<file path="config.mk">
export PLATFORM = sky130hd
export DESIGN_NAME = least_squares_line_fit_unit
export DESIGN_NICKNAME = d
export VERILOG_FILES = /design/src/lslf_pkg.sv /design/src/lslf_mul.sv /design/src/lslf_div.sv /design/src/lslf_datapath.sv /design/src/lslf_ctrl.sv /design/src/least_squares_line_fit_unit.sv
export SDC_FILE = /design/constraint.sdc
export NUM_CORES = 2
export LEC_CHECK = 0
export BUFFER_PORTS_ARGS = -buffer_cell sky130_fd_sc_hd__buf_2
export CAP_MARGIN = 10
export CORE_ASPECT_RATIO = 1.2
export CORE_MARGIN = 1
export CORE_UTILIZATION = 30
export DETAILED_ROUTE_END_ITERATION = 10
export SYNTH_ARGS = -nofsm -noshare
export SYNTH_HDL_FRONTEND = slang
export SYNTH_SLANG_ARGS = --single-unit
</file>
<file path="constraint.sdc">
create_clock -name clk -period 11.8 [get_ports clk]
set_clock_uncertainty 0.2 [all_clocks]
set_input_delay 1.18 -clock clk [delete_from_list [all_inputs] [get_ports clk]]
set_output_delay 1.18 -clock clk [all_outputs]
set_load 0.01 [all_outputs]
</file>
<file path="src/lslf_pkg.sv">
// Package for the least-squares line fit unit: widths, types and constants.
// No dependencies.
`default_nettype none
package lslf_pkg;
  localparam int MaxPointsDefault = 16;
  localparam int XW   = 17;
  localparam int SW   = 24;
  localparam int PW   = 40;
  localparam int NW   = 5;
  localparam int OW   = 32;
  // Numerator and denominator width for the divider.
  localparam int DW   = 88;
  localparam int MW   = 24;

  // Commands from controller to datapath.
  typedef struct packed {
    logic load;
    logic mul_start;
    logic [3:0] mul_sel;
    logic mul_acc;
    logic div_start;
    logic div_sel;
    logic out_load;
    logic fit_end;
  } cmd_t;

  // Status from datapath to controller.
  typedef struct packed {
    logic mul_busy;
    logic div_busy;
    logic target_hit;
    logic den_pos;
  } stat_t;
endpackage
`default_nettype wire

</file>
<file path="src/lslf_mul.sv">
// Sequential signed multiplier that works through b in 4-bit digits.
// Depends on lslf_pkg.
`default_nettype none
module lslf_mul (
  input  wire logic clk,
  input  wire logic rst,
  input  wire logic start,
  input  wire logic signed [lslf_pkg::DW-1:0] a,
  input  wire logic signed [lslf_pkg::PW-1:0] b,
  output logic busy,
  output logic signed [lslf_pkg::DW-1:0] prod
);
  // Shift-and-add, 4 bits of b per cycle, magnitude form.
  logic [lslf_pkg::DW-1:0] ma;
  logic [lslf_pkg::PW-1:0] mb;
  logic [lslf_pkg::DW-1:0] acc;
  logic neg;
  logic [3:0] cnt;
  logic [lslf_pkg::DW-1:0] part;
  logic [lslf_pkg::DW-1:0] acc_next;
  always_comb begin
    part = (mb[0] ? ma : '0) + (mb[1] ? (ma << 1) : '0)
         + (mb[2] ? (ma << 2) : '0) + (mb[3] ? (ma << 3) : '0);
    acc_next = acc + part;
  end
  always_ff @(posedge clk) begin
    if (rst) begin
      busy <= 1'b0;
      cnt <= '0;
    end else if (start) begin
      busy <= 1'b1;
      cnt <= 4'd10;
      neg <= a[lslf_pkg::DW-1] ^ b[lslf_pkg::PW-1];
      ma <= a[lslf_pkg::DW-1] ? -a : a;
      mb <= b[lslf_pkg::PW-1] ? -b : b;
      acc <= '0;
    end else if (busy) begin
      acc <= acc_next;
      ma <= ma << 4;
      mb <= mb >> 4;
      cnt <= cnt - 4'd1;
      if (cnt == 4'd1) begin
        busy <= 1'b0;
        prod <= neg ? -acc_next : acc_next;
      end
    end
  end
endmodule
`default_nettype wire

</file>
<file path="src/lslf_div.sv">
// Restoring divider, round half away from zero, saturate to 32 bits.
// Depends on lslf_pkg.
`default_nettype none
module lslf_div (
  input  wire logic clk,
  input  wire logic rst,
  input  wire logic start,
  input  wire logic signed [lslf_pkg::DW-1:0] num,
  input  wire logic [lslf_pkg::DW-1:0] den,
  output logic busy,
  output logic signed [lslf_pkg::OW-1:0] q
);
  localparam int QB = 34;
  logic [lslf_pkg::DW-1:0] mag;
  logic [lslf_pkg::DW-1:0] d;
  logic [lslf_pkg::DW:0] rem;
  logic [QB-1:0] quo;
  logic ovf;
  logic neg;
  logic [6:0] cnt;
  logic [1:0] ph;
  logic [lslf_pkg::DW:0] trial;
  always_comb begin
    trial = {rem[lslf_pkg::DW-1:0], mag[lslf_pkg::DW-1]} - {1'b0, d};
  end
  always_ff @(posedge clk) begin
    if (rst) begin
      busy <= 1'b0;
      ph <= '0;
    end else if (start) begin
      busy <= 1'b1;
      ph <= 2'd1;
      neg <= num[lslf_pkg::DW-1];
      mag <= num[lslf_pkg::DW-1] ? -num : num;
      d <= den;
    end else if (busy) begin
      unique case (ph)
        2'd1: begin
          // add half the divisor
          mag <= mag + (d >> 1);
          rem <= '0;
          quo <= '0;
          ovf <= 1'b0;
          cnt <= 7'(lslf_pkg::DW);
          ph <= 2'd2;
        end
        2'd2: begin
          mag <= mag << 1;
          if (!trial[lslf_pkg::DW]) begin
            rem <= trial;
            quo <= {quo[QB-2:0], 1'b1};
          end else begin
            rem <= {rem[lslf_pkg::DW-1:0], mag[lslf_pkg::DW-1]};
            quo <= {quo[QB-2:0], 1'b0};
          end
          if (quo[QB-1]) ovf <= 1'b1;
          cnt <= cnt - 7'd1;
          if (cnt == 7'd1) ph <= 2'd3;
        end
        2'd3: begin
          busy <= 1'b0;
          ph <= 2'd0;
          if (neg) begin
            if (ovf || quo > 34'h80000000) q <= 32'sh80000000;
            else q <= -quo[31:0];
          end else begin
            if (ovf || quo > 34'h7FFFFFFF) q <= 32'sh7FFFFFFF;
            else q <= quo[31:0];
          end
        end
        default: ph <= 2'd0;
      endcase
    end
  end
endmodule
`default_nettype wire

</file>
<file path="src/lslf_datapath.sv">
// Datapath: running sums, product terms, shared multiplier and divider.
// Depends on lslf_pkg, lslf_mul, lslf_div.
`default_nettype none
module lslf_datapath #(
  parameter int MAX_POINTS = lslf_pkg::MaxPointsDefault
) (
  input  wire logic clk,
  input  wire logic rst,
  input  wire logic cfg_we,
  input  wire logic [lslf_pkg::NW-1:0] cfg_data,
  input  wire logic signed [lslf_pkg::XW-1:0] x_in,
  input  wire logic signed [lslf_pkg::XW-1:0] y_in,
  input  wire logic restart,
  input  wire lslf_pkg::cmd_t cmd,
  output lslf_pkg::stat_t stat,
  output logic [lslf_pkg::NW-1:0] taken,
  output logic done,
  output logic degen,
  output logic signed [lslf_pkg::OW-1:0] slope,
  output logic signed [lslf_pkg::OW-1:0] intercept
);
  localparam int DW = lslf_pkg::DW;
  logic [lslf_pkg::NW-1:0] pc;
  logic [5:0] tgt;
  logic signed [lslf_pkg::SW-1:0] sx, sy;
  logic signed [lslf_pkg::PW-1:0] sxy, sxx;
  logic [5:0] n;
  logic signed [lslf_pkg::XW-1:0] xr, yr;
  logic signed [DW-1:0] den, snum, inum, t;
  logic signed [DW-1:0] ma;
  logic signed [lslf_pkg::PW-1:0] mb;
  logic signed [DW-1:0] prod;
  logic signed [DW-1:0] dnum;
  logic signed [lslf_pkg::OW-1:0] q;
  logic mbusy, dbusy;

  always_ff @(posedge clk) begin
    if (rst) pc <= lslf_pkg::NW'(1);
    else if (cfg_we) pc <= cfg_data;
  end
  always_comb begin
    if (pc == '0) tgt = 6'd1;
    else if (32'(pc) > MAX_POINTS) tgt = 6'(MAX_POINTS);
    else tgt = {1'b0, pc};
  end

  // Operand select for the shared multiplier.
  always_comb begin
    ma = '0;
    mb = '0;
    case (cmd.mul_sel)
      4'd0: begin ma = DW'(xr); mb = lslf_pkg::PW'(yr); end
      4'd1: begin ma = DW'(xr); mb = lslf_pkg::PW'(xr); end
      4'd2: begin ma = DW'($signed({1'b0, n})); mb = sxx; end
      4'd3: begin ma = DW'(sx); mb = lslf_pkg::PW'(sx); end
      4'd4: begin ma = DW'($signed({1'b0, n})); mb = sxy; end
      4'd5: begin ma = DW'(sx); mb = lslf_pkg::PW'(sy); end
      4'd6: begin ma = DW'(sy); mb = sxx; end
      4'd7: begin ma = DW'(sx); mb = sxy; end
      default: ;
    endcase
  end
  lslf_mul u_mul (.clk, .rst, .start(cmd.mul_start), .a(ma), .b(mb),
                  .busy(mbusy), .prod);

  assign dnum = cmd.div_sel ? inum : (snum <<< 16);
  lslf_div u_div (.clk, .rst, .start(cmd.div_start), .num(dnum), .den(den),
                  .busy(dbusy), .q);

  always_ff @(posedge clk) begin
    if (rst) begin
      sx <= '0; sy <= '0; sxy <= '0; sxx <= '0; n <= '0;
      done <= 1'b0; degen <= 1'b0;
    end else begin
      if (cmd.load) begin
        xr <= x_in;
        yr <= y_in;
        if (restart) begin
          sx <= lslf_pkg::SW'(x_in);
          sy <= lslf_pkg::SW'(y_in);
          n <= 6'd1;
        end else begin
          sx <= sx + lslf_pkg::SW'(x_in);
          sy <= sy + lslf_pkg::SW'(y_in);
          if (n < 6'd63) n <= n + 6'd1;
        end
        if (restart) begin sxy <= '0; sxx <= '0; end
      end
      // Writeback of product terms.
      if (cmd.mul_acc) begin
        case (cmd.mul_sel)
          4'd0: sxy <= sxy + prod[lslf_pkg::PW-1:0];
          4'd1: sxx <= sxx + prod[lslf_pkg::PW-1:0];
          4'd2: t <= prod;
          4'd3: den <= t - prod;
          4'd4: t <= prod;
          4'd5: snum <= t - prod;
          4'd6: t <= prod;
          4'd7: inum <= t - prod;
          default: ;
        endcase
      end
      if (cmd.out_load) begin
        if (cmd.div_sel) intercept <= q;
        else slope <= q;
      end
      if (cmd.load) begin
        done <= 1'b0; degen <= 1'b0; slope <= '0; intercept <= '0;
      end
      if (cmd.fit_end) begin
        done <= 1'b1;
        degen <= !(den > 0);
        if (!(den > 0)) begin slope <= '0; intercept <= '0; end
        sx <= '0; sy <= '0; sxy <= '0; sxx <= '0; n <= '0;
      end
    end
  end
  always_ff @(posedge clk) begin
    if (cmd.load) taken <= restart ? lslf_pkg::NW'(1)
                          : (n < 6'd63 ? lslf_pkg::NW'(n + 6'd1) : lslf_pkg::NW'(n));
  end
  assign stat.mul_busy = mbusy;
  assign stat.div_busy = dbusy;
  assign stat.target_hit = (n >= tgt);
  assign stat.den_pos = (den > 0);
endmodule
`default_nettype wire

</file>
<file path="src/lslf_ctrl.sv">
// Controller: sequences accumulate, fit products and divisions per point.
// Depends on lslf_pkg.
`default_nettype none
module lslf_ctrl (
  input  wire logic clk,
  input  wire logic rst,
  input  wire logic in_valid,
  output logic in_ready,
  output logic out_valid,
  input  wire logic out_ready,
  output lslf_pkg::cmd_t cmd,
  input  wire lslf_pkg::stat_t stat
);
  localparam logic [2:0] S_IDLE = 3'd0, S_MUL = 3'd1, S_WAIT = 3'd2,
                         S_CHK = 3'd3, S_DIV = 3'd4, S_DWAIT = 3'd5, S_OUT = 3'd6;
  logic [2:0] state;
  logic [3:0] sel;
  logic dsel;

  assign in_ready = (state == S_IDLE) && !out_valid;

  always_comb begin
    cmd = '0;
    cmd.mul_sel = sel;
    cmd.div_sel = dsel;
    cmd.load = in_valid && in_ready;
    unique case (state)
      S_MUL: cmd.mul_start = 1'b1;
      S_WAIT: cmd.mul_acc = !stat.mul_busy;
      S_DIV: cmd.div_start = 1'b1;
      S_DWAIT: cmd.out_load = !stat.div_busy;
      S_OUT: cmd.fit_end = 1'b1;
      default: ;
    endcase
  end

  always_ff @(posedge clk) begin
    if (rst) begin
      state <= S_IDLE;
      out_valid <= 1'b0;
      sel <= '0;
      dsel <= 1'b0;
    end else begin
      if (out_valid && out_ready) out_valid <= 1'b0;
      unique case (state)
        S_IDLE: if (cmd.load) begin sel <= '0; state <= S_MUL; end
        S_MUL: state <= S_WAIT;
        S_WAIT: if (!stat.mul_busy) begin
          if (sel == 4'd1) begin
            state <= S_CHK;
          end else if (sel == 4'd7) begin
            dsel <= 1'b0;
            state <= S_DIV;
          end else begin
            sel <= sel + 4'd1;
            state <= S_MUL;
          end
        end
        S_CHK: if (stat.target_hit) begin
          sel <= 4'd2; state <= S_MUL;
        end else begin
          out_valid <= 1'b1; state <= S_IDLE;
        end
        S_DIV: if (!stat.den_pos) state <= S_OUT;
               else state <= S_DWAIT;
        S_DWAIT: if (!stat.div_busy) begin
          if (dsel) state <= S_OUT;
          else begin dsel <= 1'b1; state <= S_DIV; end
        end
        S_OUT: begin out_valid <= 1'b1; state <= S_IDLE; end
        default: state <= S_IDLE;
      endcase
    end
  end
endmodule
`default_nettype wire

</file>
<file path="src/least_squares_line_fit_unit.sv">
// Least-squares line fit unit: top level joining controller and datapath.
// Depends on lslf_pkg, lslf_ctrl, lslf_datapath.
// Usage:
//  s_axis: one word per calibration point, tdata = {y, x}, tuser = restart.
//  m_axis: one word per point: points taken, fit flags, slope and intercept.
//  cfg_we/cfg_data set the points per fit (0 reads as 1, above MAX_POINTS
//  clamps). Write only while idle.
//  A point that does not complete a run needs two serial products through the
//  shared 4-bit-per-step multiplier. A point that completes a run adds six more
//  products and, when the denominator is positive, two 88-step divisions.
//  One point at a time: s_axis_tready is low while a point is in work or
//  its result waits; a stalled receiver simply holds the result word.
//  Reset clears sums and count and sets points per fit to 1.
`default_nettype none
module least_squares_line_fit_unit #(
  parameter int MAX_POINTS = lslf_pkg::MaxPointsDefault
) (
  input  wire logic clk,
  input  wire logic rst,
  input  wire logic cfg_we,
  input  wire logic [4:0] cfg_data,
  input  wire logic s_axis_tvalid,
  output logic s_axis_tready,
  // [16:0] drive_voltage, [33:17] received_voltage, zero fill
  input  wire logic [39:0] s_axis_tdata,
  // [0] restart
  input  wire logic s_axis_tuser,
  output logic m_axis_tvalid,
  input  wire logic m_axis_tready,
  // [4:0] points_taken, [36:5] slope, [68:37] intercept, zero fill
  output logic [71:0] m_axis_tdata,
  // [0] fit_done, [1] fit_degenerate
  output logic [1:0] m_axis_tuser
);
  lslf_pkg::cmd_t cmd;
  lslf_pkg::stat_t stat;
  logic [4:0] taken;
  logic done, degen;
  logic signed [31:0] slope, intercept;

  lslf_ctrl u_ctrl (.clk, .rst, .in_valid(s_axis_tvalid), .in_ready(s_axis_tready),
                    .out_valid(m_axis_tvalid), .out_ready(m_axis_tready), .cmd, .stat);
  lslf_datapath #(.MAX_POINTS(MAX_POINTS)) u_dp (
    .clk, .rst, .cfg_we, .cfg_data,
    .x_in(s_axis_tdata[16:0]), .y_in(s_axis_tdata[33:17]), .restart(s_axis_tuser),
    .cmd, .stat, .taken, .done, .degen, .slope, .intercept);

  assign m_axis_tdata = {3'b000, intercept, slope, taken};
  assign m_axis_tuser = {degen, done};
endmodule
`default_nettype wire

</file>
==> run summary <==
### Die
* 500 um — width of the die
* 600 um — height of the die
* 30.2% — initial standard-cell utilization of the core
* 127 — number of top-level design ports
* 300000 um^2 — area of the die
* 219 — number of placement rows
* 296000 um^2 — core box area

### Timing
* 111 MHz — maximum clock frequency
* 16.4% — Slew headroom
* 0 — count of pins over their slew limit
* 76.2% — portion of the clock cycle consumed by the worst path in the final layout
* 0.226 ns — worst hold slack across all endpoints
* 8.99 ns — post-layout minimum cycle time
* 0 — number of setup violations in the final report
* 0 ns — sum of negative setup slack
* 1.24 ns — Tightest Pin Transition
* 0 — final hold viol count
* no — RSZ-0062 raised after global routing

### Global routing
* 4 — antenna violations before repair
* 151 — maximum number of pins on one net before global-route repair
* 68800 — vias in the first global route
* 0 — leftover overflow at the end of global routing
* 382000 um — first-pass GRT wire length
* 15.8% — combined global-route utilization of all metal layers

### Min path
* u_dp.den[4]$_DFFE_PP_ — hold path startpoint
* 0 — number of instances on the worst hold path
* reg -> reg — class of the tightest hold or removal check
* u_dp.u_div.d[4]$_DFFE_PP_ — endpoint with the worst hold slack

### Critical path
* reg -> reg — Worst Setup Path Type
* 12.12 ns — critical path data required time
* sky130_fd_sc_hd__o211ai_1 — Worst path slowest cell
* buf_4 -> buf_4 -> nand2_1 -> fa_1 -> inv_1 -> fa_1 -> inv_1 -> fa_1 -> inv_1 -> ha_1 -> a21oi_1 -> o21ai_0 -> a21oi_1 -> o21ai_0 -> o211ai_1 -> a2111oi_0 -> or3_1 -> a2111oi_0 -> nand4_1 -> nor2_1 -> nand3_1 -> o41ai_1 -> xor2_1 — cells traversed along the worst timing path
* u_dp.u_mul.prod[81]$_DFFE_PP_ — Worst R2R End
* register — critical path capture point type
* register — Critical Path Source Type
* 62 — highest fanout seen on the critical path
* 2.81 ns — minimum setup slack among reg-to-reg paths
* 9.31 ns — Arr. time, crit path
* u_dp.u_mul.mb[0]$_DFFE_PP_ — startpoint of the worst-slack reg-to-reg timing path
* 0.82 ns — delay of the slowest critical-path stage
* 23 — worst reg2reg path depth

### Power and ir drop
* 45.4% — switching share of power
* 253 nW/um^2 — PwrDens
* 13.6 mW — Internal Dissipation
* 57.7% — Comb power frac
* 18.1% — Clock Power Share
* 39.3 nW — leakage power summed over all cells
* 24.2% — sequential cell fraction of total power
* 0.263 mV — Max rail drop VDD
* 11.3 mW — switching power

### Outcome
* finished, violations left — outcome
* DRC — failing checks

### Clocking
* done — clock tree from TritonCTS
* 143 — cts bufs inserted
* 0 — Post-CTS Setup Bufs
* 0 — number of gates given a new drive strength after cts
* 0 — count of hold buffers inserted by post-cts repair
* 1241 — sinks on the clock net
* 4 — number of levels in the clock H-tree
* sky130_fd_sc_hd__clkbuf_16 — root buffer selected by CTS
* 0.06 ns — clock transition time at the flip-flop clock pins of the worst setup and hold paths
* 0.82 ns — clock latency of the later-clocked register in the worst-skew pair
* 4 — buffers from clock root to sink, at most

### Synthesis
* 0 — number of warnings reported in the yosys synthesis log
* 90 — count of cell types in the netlist
* 1241 — Yosys reg bits
* sky130_fd_sc_hd__edfxtp_1 (36%), sky130_fd_sc_hd__ha_1 (6.9%), sky130_fd_sc_hd__fa_1 (5.9%) — cell types with the largest area share after synthesis
* 36.4% — area fraction of the dominant cell type after synthesis
* 9.24 um^2 — Avg Inst Size Synth
* 39.9% — portion of the post-synthesis area used by sequential elements
* sky130_fd_sc_hd__edfxtp_1 — top flip-flop cell by instance count after synthesis
* sky130_fd_sc_hd__nand2_1 — most common cell in the netlist
* sky130_fd_sc_hd__nand2_1 (1106), sky130_fd_sc_hd__edfxtp_1 (1083), sky130_fd_sc_hd__a21oi_1 (941) — synth cell count leaders
* 89400 um^2 — synthesized cell area
* 9678 — post-synthesis cell count
* sky130_fd_sc_hd__edfxtp_1 — cell taking the most area after synthesis
* 0% — Synth async-reset ratio
* 1083 — number of synthesized flops with an enable pin

### Layout
* 10.5% — area added between synthesis and finish
* 98800 um^2 — post-route design area
* 5.51% — fraction of layout cells with a size suffix above 1
* 13700 — final instance count without filler cells
* 10400 — # nets final

### Place
* 94200 um^2 — Post-DP Area
* 0.910 — final weighted congestion in routability-driven placement
* 117 — count of input and output buffers
* 184000 um — hpwl dp
* 13400 — Placed Instances

### Detailed routing
* 11 — Initial DRT Pass Iterations
* 2 — number of DRC violations after detailed routing
* 0 — Antenna Nets Post-Route
* 243000 um — drt total wl
* 4904 — violation count after the first detailed-route iteration
* 17.8 um — routed length per instance
* 69800 — vias post-DR
* 5.11 — via density per instance

### Run
* 0 — number of max-cap violations

[critical path: cells and delay by family (launching register included)]
kind                       cells  cell delay [ns]
adders and majority gates      4             2.03
xor gates and xnor gates       1             0.11
buffers and inverters          5             1.02
DFF                            1             0.62
AOI/OAI and AO/OA              8             3.32
and+or+nand+nor                5             1.36
[power by group through the flow]
| stage | logic, mW | registers (mW) | clock network, mW |
|---|---|---|---|
| after floorplan | 10.6 | 6.08 | 0 |
| after global placement | 14.2 | 6.12 | 0 |
| after detailed placement | 14.2 | 6.13 | 0 |
| after CTS | 14.3 | 6.04 | 4.63 |
| after global routing | 16.1 | 6.07 | 4.77 |
| final | 14.4 | 6.04 | 4.53 |
[layout make-up]
class                           count  area [um^2]
Antenna cell                        4         10.0
Clock buffer                      185         3870
Clock inverter                     64          764
Fill cell                       30600       198000
Inverter                          878         3300
Multi-Input combinational cell   7110        48900
Sequential cell                  1241        35700
Tap cell                         3978         4980
Timing Repair Buffer              209         1290
[logic make-up after synthesis]
| group | Yosys count | share of synthesized area [%] |
|---|---|---|
| and+or+nand+nor | 2960 | 15.7 |
| AOI/OAI and AO/OA | 2674 | 18.8 |
| adders and majority gates | 758 | 12.8 |
| xor gates and xnor gates | 628 | 6.15 |
| DFF | 1241 | 39.9 |
| muxes | 87 | 0.982 |
| other | 1 | 0.00419 |
| buffers and inverters | 1329 | 5.62 |
[flip-flops by register name, summed over array words and instances (netlist names), 32 cells and up]
| name | cells |
|---|---|
| u_dp.den | 88 |
| u_dp.u_mul.acc | 88 |
| u_dp.slope | 32 |
| u_dp.u_div.d | 88 |
| u_dp.t | 88 |
| u_dp.u_div.q | 32 |
| u_dp.u_div.mag | 88 |
| u_dp.snum | 72 |
| u_dp.inum | 88 |
| u_dp.u_mul.prod | 88 |
| u_dp.u_mul.mb | 40 |
| u_dp.sxy | 40 |
| u_dp.u_div.quo | 34 |
| u_dp.u_mul.ma | 88 |
| u_dp.sxx | 40 |
| u_dp.u_div.rem | 88 |
| u_dp.intercept | 32 |
[worst max path at each step]
stage | slack [ns] | endpoint | depth (start not counted) | from
floorplan | 0.23 | u_dp.u_mul.acc[0]$_SDFFCE_PP0P_ | 3 | rst
global placement | 2.97 | u_dp.u_mul.prod[81]$_DFFE_PP_ | 23 | u_dp.u_mul.mb[0]$_DFFE_PP_
detailed placement | 2.95 | u_dp.u_mul.prod[81]$_DFFE_PP_ | 23 | u_dp.u_mul.mb[0]$_DFFE_PP_
CTS | 2.90 | u_dp.u_mul.prod[79]$_DFFE_PP_ | 23 | u_dp.u_mul.mb[0]$_DFFE_PP_
global route | 2.10 | u_dp.u_mul.prod[81]$_DFFE_PP_ | 23 | u_dp.u_mul.mb[0]$_DFFE_PP_
finish | 2.81 | u_dp.u_mul.prod[81]$_DFFE_PP_ | 23 | u_dp.u_mul.mb[0]$_DFFE_PP_
[stage by stage]
step	total power, mW	worst slack, ns	util, %
6_report	25.0	2.81	33.3
3_5_place_dp	20.4	2.95	31.8
5_1_grt	26.9	2.10	33.3
4_1_cts	25.0	2.90	33.3
2_1_floorplan	16.7	0.235	-
3_3_place_gp	20.3	2.97	31.8
[layer usage]
metal	part of all wire [%]	up-vias	GRT usage, %
met5	0	-	0
met4	3.9	0	6.08
met3	3.6	448	1.52
met2	50	1524	28.6
met1	42	33500	19.1
li1	-	34300	-
[layout by cell type, fill, tap and decap left out, types with 117 or more instances in the layout]
cell                        instances
sky130_fd_sc_hd__a211oi_1         131
sky130_fd_sc_hd__a21o_1           280
sky130_fd_sc_hd__a21oi_1          939
sky130_fd_sc_hd__and2_1           296
sky130_fd_sc_hd__buf_2            117
sky130_fd_sc_hd__clkbuf_16        146
sky130_fd_sc_hd__dfxtp_1          157
sky130_fd_sc_hd__edfxtp_1        1083
sky130_fd_sc_hd__fa_1             263
sky130_fd_sc_hd__ha_1             494
sky130_fd_sc_hd__inv_1            874
sky130_fd_sc_hd__nand2_1         1104
sky130_fd_sc_hd__nand3_1          177
sky130_fd_sc_hd__nor2_1           608
sky130_fd_sc_hd__nor3_1           161
sky130_fd_sc_hd__o21ai_0          542
sky130_fd_sc_hd__xnor2_1          365
sky130_fd_sc_hd__xor2_1           261
Power figures use the tool's default switching activity.
